<file path="config.mk">
export PLATFORM = sky130hd
export DESIGN_NAME = array_table_with_compaction
export DESIGN_NICKNAME = d
export VERILOG_FILES = /design/src/hw/rtl/actc_pkg.sv /design/src/hw/rtl/actc_datapath.sv /design/src/hw/rtl/actc_ctrl.sv /design/src/hw/rtl/array_table_with_compaction.sv
export SDC_FILE = /design/constraint.sdc
export NUM_CORES = 2
export LEC_CHECK = 0
export BUFFER_PORTS_ARGS = -buffer_cell sky130_fd_sc_hd__clkbuf_2
export CORE_MARGIN = 5
export CORE_UTILIZATION = 42
export CTS_BUF_LIST = sky130_fd_sc_hd__clkbuf_4
export DETAILED_ROUTE_END_ITERATION = 12
export SLEW_MARGIN = 10
export SYNTH_ARGS = -nofsm -noshare
export SYNTH_HDL_FRONTEND = slang
export SYNTH_SLANG_ARGS = --single-unit
</file>
<file path="constraint.sdc">
create_clock -name clk_i -period 6.5 [get_ports clk_i]
set_input_delay 1.3 -clock clk_i [delete_from_list [all_inputs] [get_ports clk_i]]
set_output_delay 1.3 -clock clk_i [all_outputs]
set_load 0.05 [all_outputs]
</file>
<file path="src/hw/rtl/actc_pkg.sv">
// Shared types and constants for the bounded array table with compaction.
// Holds the request and result payloads, the operation codes and the
// command and status groups between the controller and the datapath.
package actc_pkg;

  localparam int unsigned KindW    = 3;
  localparam int unsigned ValueW   = 32;
  localparam int unsigned IndexW   = 7;
  localparam int unsigned LengthW  = 8;
  localparam int unsigned DefDepth = 128;
  localparam int unsigned DefWidth = 32;

  typedef enum logic [KindW-1:0] {
    KIND_APPEND     = 3'd0,
    KIND_READ       = 3'd1,
    KIND_FIND       = 3'd2,
    KIND_REMOVE_AT  = 3'd3,
    KIND_REMOVE_ALL = 3'd4
  } kind_e;

  typedef enum logic [1:0] {
    ST_IDLE,
    ST_START,
    ST_WALK,
    ST_FIN
  } ctrl_state_e;

  typedef struct packed {
    logic [KindW-1:0]         kind;
    logic signed [ValueW-1:0] value;
    logic [IndexW-1:0]        index;
  } req_t;

  typedef struct packed {
    logic                     ok;
    logic signed [ValueW-1:0] word;
    logic [IndexW-1:0]        position;
    logic [LengthW-1:0]       length;
  } rsp_t;

  typedef struct packed {
    logic load;
    logic append;
    logic issue;
    logic commit;
    logic close;
    logic emit;
  } dp_cmd_t;

  typedef struct packed {
    logic [KindW-1:0] kind;
    logic             idx_ok;
    logic             more;
    logic             pv;
    logic             hit;
  } dp_status_t;

endpackage

</file>
<file path="src/hw/rtl/actc_datapath.sv">
// Datapath of the array table: entry memory, length counter, walk pointers
// and the result and output registers. Depends on actc_pkg.
module actc_datapath #(
  parameter int unsigned DEPTH = actc_pkg::DefDepth,
  parameter int unsigned WIDTH = actc_pkg::DefWidth
) (
  input  logic                   clk_i,
  input  logic                   rst_ni,
  input  actc_pkg::req_t         req_i,
  input  actc_pkg::dp_cmd_t      cmd_i,
  output actc_pkg::dp_status_t   status_o,
  output actc_pkg::rsp_t         rsp_o
);
  import actc_pkg::*;

  localparam int unsigned AW = (DEPTH > 1) ? $clog2(DEPTH) : 1;
  localparam int unsigned CW = $clog2(DEPTH + 1);
  localparam int unsigned IW = (CW > IndexW) ? CW : IndexW;

  logic [WIDTH-1:0] mem [DEPTH];

  logic [KindW-1:0]  kind_q, kind_d;
  logic [WIDTH-1:0]  val_q, val_d;
  logic [IndexW-1:0] idx_q, idx_d;
  logic [CW-1:0]     cnt_q, cnt_d;
  logic [CW-1:0]     rd_q, rd_d;
  logic [CW-1:0]     end_q, end_d;
  logic [CW-1:0]     wr_q, wr_d;
  logic              pv_q, pv_d;
  logic [AW-1:0]     pidx_q, pidx_d;
  logic [WIDTH-1:0]  rdata_q;
  logic              ok_q, ok_d;
  logic [ValueW-1:0] word_q, word_d;
  logic [IndexW-1:0] pos_q, pos_d;
  rsp_t              out_q, out_d;

  logic              mem_we;
  logic [AW-1:0]     mem_waddr;
  logic [WIDTH-1:0]  mem_wdata;
  logic [IW-1:0]     in_idx;
  logic [ValueW-1:0] in_val_u;
  logic [CW-1:0]     rd_start;
  logic [CW-1:0]     rd_end;
  logic              hit;
  logic              full;

  assign hit  = pv_q && (rdata_q == val_q);
  assign full = (cnt_q == CW'(DEPTH));

  always_comb begin
    in_idx   = IW'(req_i.index);
    in_val_u = req_i.value;
    rd_start = '0;
    rd_end   = cnt_q;
    case (kind_e'(req_i.kind))
      KIND_READ: begin
        rd_start = CW'(in_idx);
        rd_end   = CW'(in_idx + IW'(1));
      end
      KIND_FIND: begin
        rd_start = CW'(in_idx);
      end
      KIND_REMOVE_AT: begin
        rd_start = CW'(in_idx + IW'(1));
      end
      default: begin
        rd_start = '0;
      end
    endcase
  end

  always_comb begin
    kind_d    = kind_q;
    val_d     = val_q;
    idx_d     = idx_q;
    cnt_d     = cnt_q;
    rd_d      = rd_q;
    end_d     = end_q;
    wr_d      = wr_q;
    pv_d      = 1'b0;
    pidx_d    = pidx_q;
    ok_d      = ok_q;
    word_d    = word_q;
    pos_d     = pos_q;
    out_d     = out_q;
    mem_we    = 1'b0;
    mem_waddr = cnt_q[AW-1:0];
    mem_wdata = val_q;

    if (cmd_i.load) begin
      kind_d = req_i.kind;
      val_d  = WIDTH'(in_val_u);
      idx_d  = req_i.index;
      rd_d   = rd_start;
      end_d  = rd_end;
      wr_d   = '0;
      ok_d   = 1'b0;
      word_d = '0;
      pos_d  = '0;
    end

    if (cmd_i.append && !full) begin
      mem_we    = 1'b1;
      mem_waddr = cnt_q[AW-1:0];
      mem_wdata = val_q;
      cnt_d     = cnt_q + CW'(1);
      ok_d      = 1'b1;
    end

    if (cmd_i.issue) begin
      pv_d   = 1'b1;
      pidx_d = rd_q[AW-1:0];
      rd_d   = rd_q + CW'(1);
    end

    if (cmd_i.commit) begin
      case (kind_e'(kind_q))
        KIND_READ: begin
          ok_d   = 1'b1;
          word_d = ValueW'(rdata_q);
        end
        KIND_FIND: begin
          if (hit) begin
            ok_d  = 1'b1;
            pos_d = IndexW'(pidx_q);
          end
        end
        KIND_REMOVE_AT: begin
          mem_we    = 1'b1;
          mem_waddr = pidx_q - AW'(1);
          mem_wdata = rdata_q;
        end
        KIND_REMOVE_ALL: begin
          if (!hit) begin
            mem_we    = 1'b1;
            mem_waddr = wr_q[AW-1:0];
            mem_wdata = rdata_q;
            wr_d      = wr_q + CW'(1);
          end
        end
        default: begin
          mem_we = 1'b0;
        end
      endcase
    end

    if (cmd_i.close) begin
      case (kind_e'(kind_q))
        KIND_REMOVE_AT: begin
          cnt_d = cnt_q - CW'(1);
          ok_d  = 1'b1;
        end
        KIND_REMOVE_ALL: begin
          cnt_d = wr_q;
          ok_d  = (wr_q != cnt_q);
        end
        default: begin
          cnt_d = cnt_q;
        end
      endcase
    end

    if (cmd_i.emit) begin
      out_d.ok       = ok_q;
      out_d.word     = word_q;
      out_d.position = pos_q;
      out_d.length   = LengthW'(cnt_q);
    end
  end

  always_ff @(posedge clk_i or negedge rst_ni) begin
    if (!rst_ni) begin
      cnt_q <= '0;
      pv_q  <= 1'b0;
    end else begin
      cnt_q <= cnt_d;
      pv_q  <= pv_d;
    end
  end

  always_ff @(posedge clk_i) begin
    kind_q <= kind_d;
    val_q  <= val_d;
    idx_q  <= idx_d;
    rd_q   <= rd_d;
    end_q  <= end_d;
    wr_q   <= wr_d;
    pidx_q <= pidx_d;
    ok_q   <= ok_d;
    word_q <= word_d;
    pos_q  <= pos_d;
    out_q  <= out_d;
  end

  always_ff @(posedge clk_i) begin
    if (mem_we) begin
      mem[mem_waddr] <= mem_wdata;
    end
    if (cmd_i.issue) begin
      rdata_q <= mem[rd_q[AW-1:0]];
    end
  end

  assign status_o.kind   = kind_q;
  assign status_o.idx_ok = (IW'(idx_q) < IW'(cnt_q));
  assign status_o.more   = (rd_q < end_q);
  assign status_o.pv     = pv_q;
  assign status_o.hit    = hit;
  assign rsp_o           = out_q;

  a_cnt_bound: assert property (@(posedge clk_i) disable iff (!rst_ni)
    cnt_q <= CW'(DEPTH))
    else $error("Entry count exceeds the table depth.");

  a_wr_behind: assert property (@(posedge clk_i) disable iff (!rst_ni)
    (pv_q && (kind_q == KIND_REMOVE_ALL)) |-> (wr_q <= CW'(pidx_q)))
    else $error("Compaction write pointer passed the read pointer.");

  a_append_grows: assert property (@(posedge clk_i) disable iff (!rst_ni)
    (cmd_i.append && !full) |=> (cnt_q == $past(cnt_q) + CW'(1)))
    else $error("Append did not increase the entry count.");

endmodule

</file>
<file path="src/hw/rtl/actc_ctrl.sv">
// Controller state machine of the array table: sequences request capture,
// the memory walk and the result transfer. Depends on actc_pkg.
module actc_ctrl (
  input  logic                 clk_i,
  input  logic                 rst_ni,
  input  logic                 in_valid_i,
  output logic                 in_ready_o,
  output logic                 out_valid_o,
  input  logic                 out_ready_i,
  input  actc_pkg::dp_status_t status_i,
  output actc_pkg::dp_cmd_t    cmd_o
);
  import actc_pkg::*;

  ctrl_state_e state_q, state_d;
  logic        out_valid_q, out_valid_d;
  logic        find_stop;

  always_comb begin
    state_d    = state_q;
    cmd_o      = '0;
    in_ready_o = 1'b0;
    find_stop  = (kind_e'(status_i.kind) == KIND_FIND) && status_i.hit;
    case (state_q)
      ST_IDLE: begin
        in_ready_o = 1'b1;
        if (in_valid_i) begin
          cmd_o.load = 1'b1;
          state_d    = ST_START;
        end
      end
      ST_START: begin
        case (kind_e'(status_i.kind))
          KIND_APPEND: begin
            cmd_o.append = 1'b1;
            state_d      = ST_FIN;
          end
          KIND_READ, KIND_FIND, KIND_REMOVE_AT: begin
            state_d = status_i.idx_ok ? ST_WALK : ST_FIN;
          end
          KIND_REMOVE_ALL: begin
            state_d = ST_WALK;
          end
          default: begin
            state_d = ST_FIN;
          end
        endcase
      end
      ST_WALK: begin
        cmd_o.commit = status_i.pv;
        if (find_stop || (!status_i.more && !status_i.pv)) begin
          cmd_o.close = 1'b1;
          state_d     = ST_FIN;
        end else begin
          cmd_o.issue = status_i.more;
        end
      end
      ST_FIN: begin
        if (!out_valid_q || out_ready_i) begin
          cmd_o.emit = 1'b1;
          state_d    = ST_IDLE;
        end
      end
      default: begin
        state_d = ST_IDLE;
      end
    endcase
  end

  always_comb begin
    if (cmd_o.emit) begin
      out_valid_d = 1'b1;
    end else if (out_ready_i) begin
      out_valid_d = 1'b0;
    end else begin
      out_valid_d = out_valid_q;
    end
  end

  always_ff @(posedge clk_i or negedge rst_ni) begin
    if (!rst_ni) begin
      state_q     <= ST_IDLE;
      out_valid_q <= 1'b0;
    end else begin
      state_q     <= state_d;
      out_valid_q <= out_valid_d;
    end
  end

  assign out_valid_o = out_valid_q;

  a_emit_slot_free: assert property (@(posedge clk_i) disable iff (!rst_ni)
    cmd_o.emit |-> (!out_valid_q || out_ready_i))
    else $error("Result overwrote a transfer still pending.");

  a_commit_has_data: assert property (@(posedge clk_i) disable iff (!rst_ni)
    cmd_o.commit |-> status_i.pv)
    else $error("Commit issued without read data.");

  a_issue_fills_pipe: assert property (@(posedge clk_i) disable iff (!rst_ni)
    cmd_o.issue |=> status_i.pv)
    else $error("Memory read did not produce pipeline data.");

  a_emit_shows: assert property (@(posedge clk_i) disable iff (!rst_ni)
    cmd_o.emit |=> out_valid_o)
    else $error("Result not presented after emit.");

endmodule

</file>
<file path="src/hw/rtl/array_table_with_compaction.sv">
// Bounded array table with append, read, find, remove-at and remove-all.
// Append, unknown kinds and requests other than remove-all whose index lies past the length
// go from capture straight to the result; a read, find or removal first walks the entries
// at one per cycle, and a find stops on a match. A full output register delays the result,
// and the next request is taken the cycle after the result enters it. Reset clears the
// length, the control state and the valid flags, not the entries or result registers.
module array_table_with_compaction #(
  parameter int unsigned DEPTH = actc_pkg::DefDepth,
  parameter int unsigned WIDTH = actc_pkg::DefWidth
) (
  input  logic             clk_i,
  input  logic             rst_ni,
  input  logic             in_valid_i,
  output logic             in_ready_o,
  input  actc_pkg::req_t   in_data_i,
  output logic             out_valid_o,
  input  logic             out_ready_i,
  output actc_pkg::rsp_t   out_data_o
);
  import actc_pkg::*;

  dp_cmd_t    cmd;
  dp_status_t status;

  actc_ctrl u_ctrl (
    .clk_i       (clk_i),
    .rst_ni      (rst_ni),
    .in_valid_i  (in_valid_i),
    .in_ready_o  (in_ready_o),
    .out_valid_o (out_valid_o),
    .out_ready_i (out_ready_i),
    .status_i    (status),
    .cmd_o       (cmd)
  );

  actc_datapath #(
    .DEPTH (DEPTH),
    .WIDTH (WIDTH)
  ) u_datapath (
    .clk_i    (clk_i),
    .rst_ni   (rst_ni),
    .req_i    (in_data_i),
    .cmd_i    (cmd),
    .status_o (status),
    .rsp_o    (out_data_o)
  );

endmodule

</file>
==> results.md <==
- Num CTS Buffers: 1153
- DRC errors left: 0
- Rows: 230
- Worst setup SP type: flip-flop
- Largest area contributor in the netlist: edfxtp_1
- Reg2reg end: u_datapath.mem[53][19]
- CTS HTree Levels: 7
- Pin count of the biggest net entering global routing: 129
- RSZ-0062 raised after global routing: false
- Die area: 406000 um2
- Fin. Hold Viols: 0
- # IOs: 96
- Routed len/inst: ~32 um
- Share of synthesized registers carrying an async set or reset: less than 1%
- Clock-pin slew on the worst setup and hold paths: 0.07 ns
- R2R Setup Slk: 0.66 ns
- Synth Instances: roughly 6.8k
- Synth-to-Final Area Change: 13.9%
- Non-filler cells in the finished layout: 14.0k
- Post-CTS Setup Inserts: 0
- Routability congestion estimate from global placement: 0.900
- Mapped Nets: 6901
- Slew Viols, Final: 0
- Synth area leaders: edfxtp_1 77%, mux4_2 18%, dfxtp_1 0.58%, nand2_1 0.51%, clkbuf_1 0.50%
- P per Cell Area: 402 nW/um2
- Die H: ~640 um
- Seq/Total Area, Yosys: between 70% and 80%
- Placed cells: roughly 12k
- Worst vdd ir: between 400 and 500 uV
- GRT overflow: 0
- Commonest non-fill, non-tap cell in the layout: edfxtp_1
- Crit-path most repeated cell: nand2_1
- Outcome: finished, final reports clean
- Worst-path cell chain: or3b_1 -> nor2_1 -> nand2_1 -> a31oi_1 -> a211oi_1 -> nor4_1 -> nand2_1 -> nor2_4 -> buf_4
- Slew headroom: 4.41%
- Top cell type's share of synthesized area: between 70% and 80%
- WS Path Type: flip-flop to flip-flop
- Worst path max stage delay: 1.20 ns
- Nets: approximately 8.1k
- Place WS: 1.04 ns
- Least-Margin Pin Slew: between 1 and 1.5 ns
- PnR worst setup slack: 0.665 ns
- Die W: 637 um
- Post_cts resized: 0
- FF-to-FF path depth: 9
- Fmax: 171 MHz
- Synthesized area: about 170000 um2
- Core Area: 392000 um2
- Initial drt markers: ~11k
- Max cap viols: 0
- Yosys warns: 0
- Post-route ant nets: 0
- Vias per inst: between 5 and 6
- Type of the worst min-delay path: input pin to flip-flop
- Time the worst path needs with I/O delays and setup: 5.84 ns
- Total power: 75.6 mW
- Clock buffer depth: 5
- Final WL: 449 mm
- Final setup vio count: 0
- Arr. time, crit path: just over 7 ns
- TNS Setup: 0 ns
- Skew final: approximately 0.12 ns
- CP max FO: 20
- Root buf cell: clkbuf_4
- Leakage: 59.1 nW
- TritonCTS clock tree: done
- CTS Hold Bufs: 44
- Synth unique cells: 72
- Worst hold stages: 1
- Hold endpoint: u_datapath.val_q[31]
- Hold path startpoint: in_data_i[38]
- Initial core utilization: 42.1%
- Worst skew pair latency: 1.72 ns
- Tcrit/Tclk final: approximately nine tenths
- Worst EP required: 7.84 ns
- Vias in the first global route: 83.8k
- IO Port Bufs: 95
- Clock Sinks: approximately 4.3k
- Slowest cell on crit path: nor4_1
- Total GRT Usage: 22.2%
- Detailed placement HPWL: 263 mm
- EDFF count, synth: 4241
- Detailed Routing Iterations Pass 1: 6
- First-pass GRT wire length: 629 mm
- Top FF cell, synth: edfxtp_1
- Commonest cells after routing, fill and taps aside: 4241 x edfxtp_1, 1578 x clkbuf_4, 1344 x mux4_2
- Share of post-route cells with drive strength above 1: between 40% and 50%
- Via Count: approximately 81k
- CP endpoint kind: flip-flop
- Syn avg cell area: approximately 24 um2
- Initial antenna violation count: 58
- Worst r2r src: u_datapath.kind_q[0]
- #FFs+latches synth: roughly 4.3k
-- cell usage after synthesis, drive strengths merged (6+ instances only) --
cell,instances
dfrtp,12
xnor2,41
nor3,7
nor3b,6
nand3,63
o21ai,51
o211ai,7
mux2,32
nand4,23
nor2,167
nor4,10
and3,14
mux4,1344
edfxtp,4241
clkbuf,218
nand2,226
xor2,20
buf,136
inv,29
a221oi,8
a31oi,7
dfxtp,48
ha,24
a21oi,26
-- per-stage QoR --
stage	hold slack (ns)	instance area, um2	utilization [%]
after floorplan	0.408	165000	-
after global placement	0.414	174000	44.4
after detailed placement	0.413	174000	44.4
after CTS	0.0150	188000	47.9
after global routing	0.0373	188000	47.9
final	0.257	188000	48.0
-- worst max-delay path, delay by kind of cell, from the launching register on --
family / cells / cell delay [ns]
buffers and inverters: 1 / 0.33
and+or+nand+nor: 6 / 4.41
AOI/OAI and AO/OA: 2 / 0.29
DFF: 1 / 0.49
-- registers in the layout (all words and copies together), names as in the netlist --
name	flops
u_datapath.mem	4096
u_datapath.rsp_o	48
u_datapath.rdata_q	32
u_datapath.val_q	32
u_datapath.word_q	32
u_datapath.cnt_q	8
u_datapath.end_q	8
u_datapath.rd_q	8
u_datapath.wr_q	8
u_datapath.idx_q	7
u_datapath.pidx_q	7
u_datapath.pos_q	7
u_datapath.kind_q	3
u_ctrl.state_q	2
u_ctrl.out_valid_o	1
u_datapath.ok_q	1
u_datapath.pv_q	1
-- power by group --
group,switching [mW],internal [mW]
Sequential,0.530,32.1
Combinational,12.6,8.14
Clock,10.6,11.7
Total,23.7,51.9
-- cells by family (layout without fill, tap and decap cells) --
family	Yosys count	in the layout	synth area share, %
flops	4301	4301	77.9
other cells	0	41	0
simple gates	545	545	1.49
xor+xnor	61	61	0.324
compound gates	135	135	0.538
buf+inv	385	2267	0.960
fa+ha+maj	24	24	0.182
mux	1380	1380	18.6
-- how the worst max path moves through the flow --
stage                                        end                  start
after floorplan            u_datapath.mem[25][0]  u_datapath.rdata_q[1]
after global placement    u_datapath.mem[85][18]   u_datapath.kind_q[0]
after detailed placement  u_datapath.mem[85][18]   u_datapath.kind_q[0]
after CTS                 u_datapath.mem[85][23]   u_datapath.kind_q[0]
after global routing      u_datapath.mem[85][23]   u_datapath.kind_q[0]
final                     u_datapath.mem[53][19]   u_datapath.kind_q[0]
-- routing by layer --
metal  share of wire, %  track usage, %  routed length [um]
met1                 39            30.3              177000
met2                 47            33.6              212000
met3                9.7            6.04               43500
met4                3.7            9.70               16700
met5             0.0069               0                  31
-- cell type report --
cell class / count / area (um2)
diodes: 41 / 103
clock buffers: 1578 / 11800
clock inverters: 271 / 1440
fillers: 31900 / 204000
inverters: 31 / 116
multi-input cells: 2145 / 36200
flip-flops and latches: 4301 / 129000
well taps: 5220 / 6530
repair buffers: 387 / 3130
Note: power is estimated with default switching activity, not from simulation.
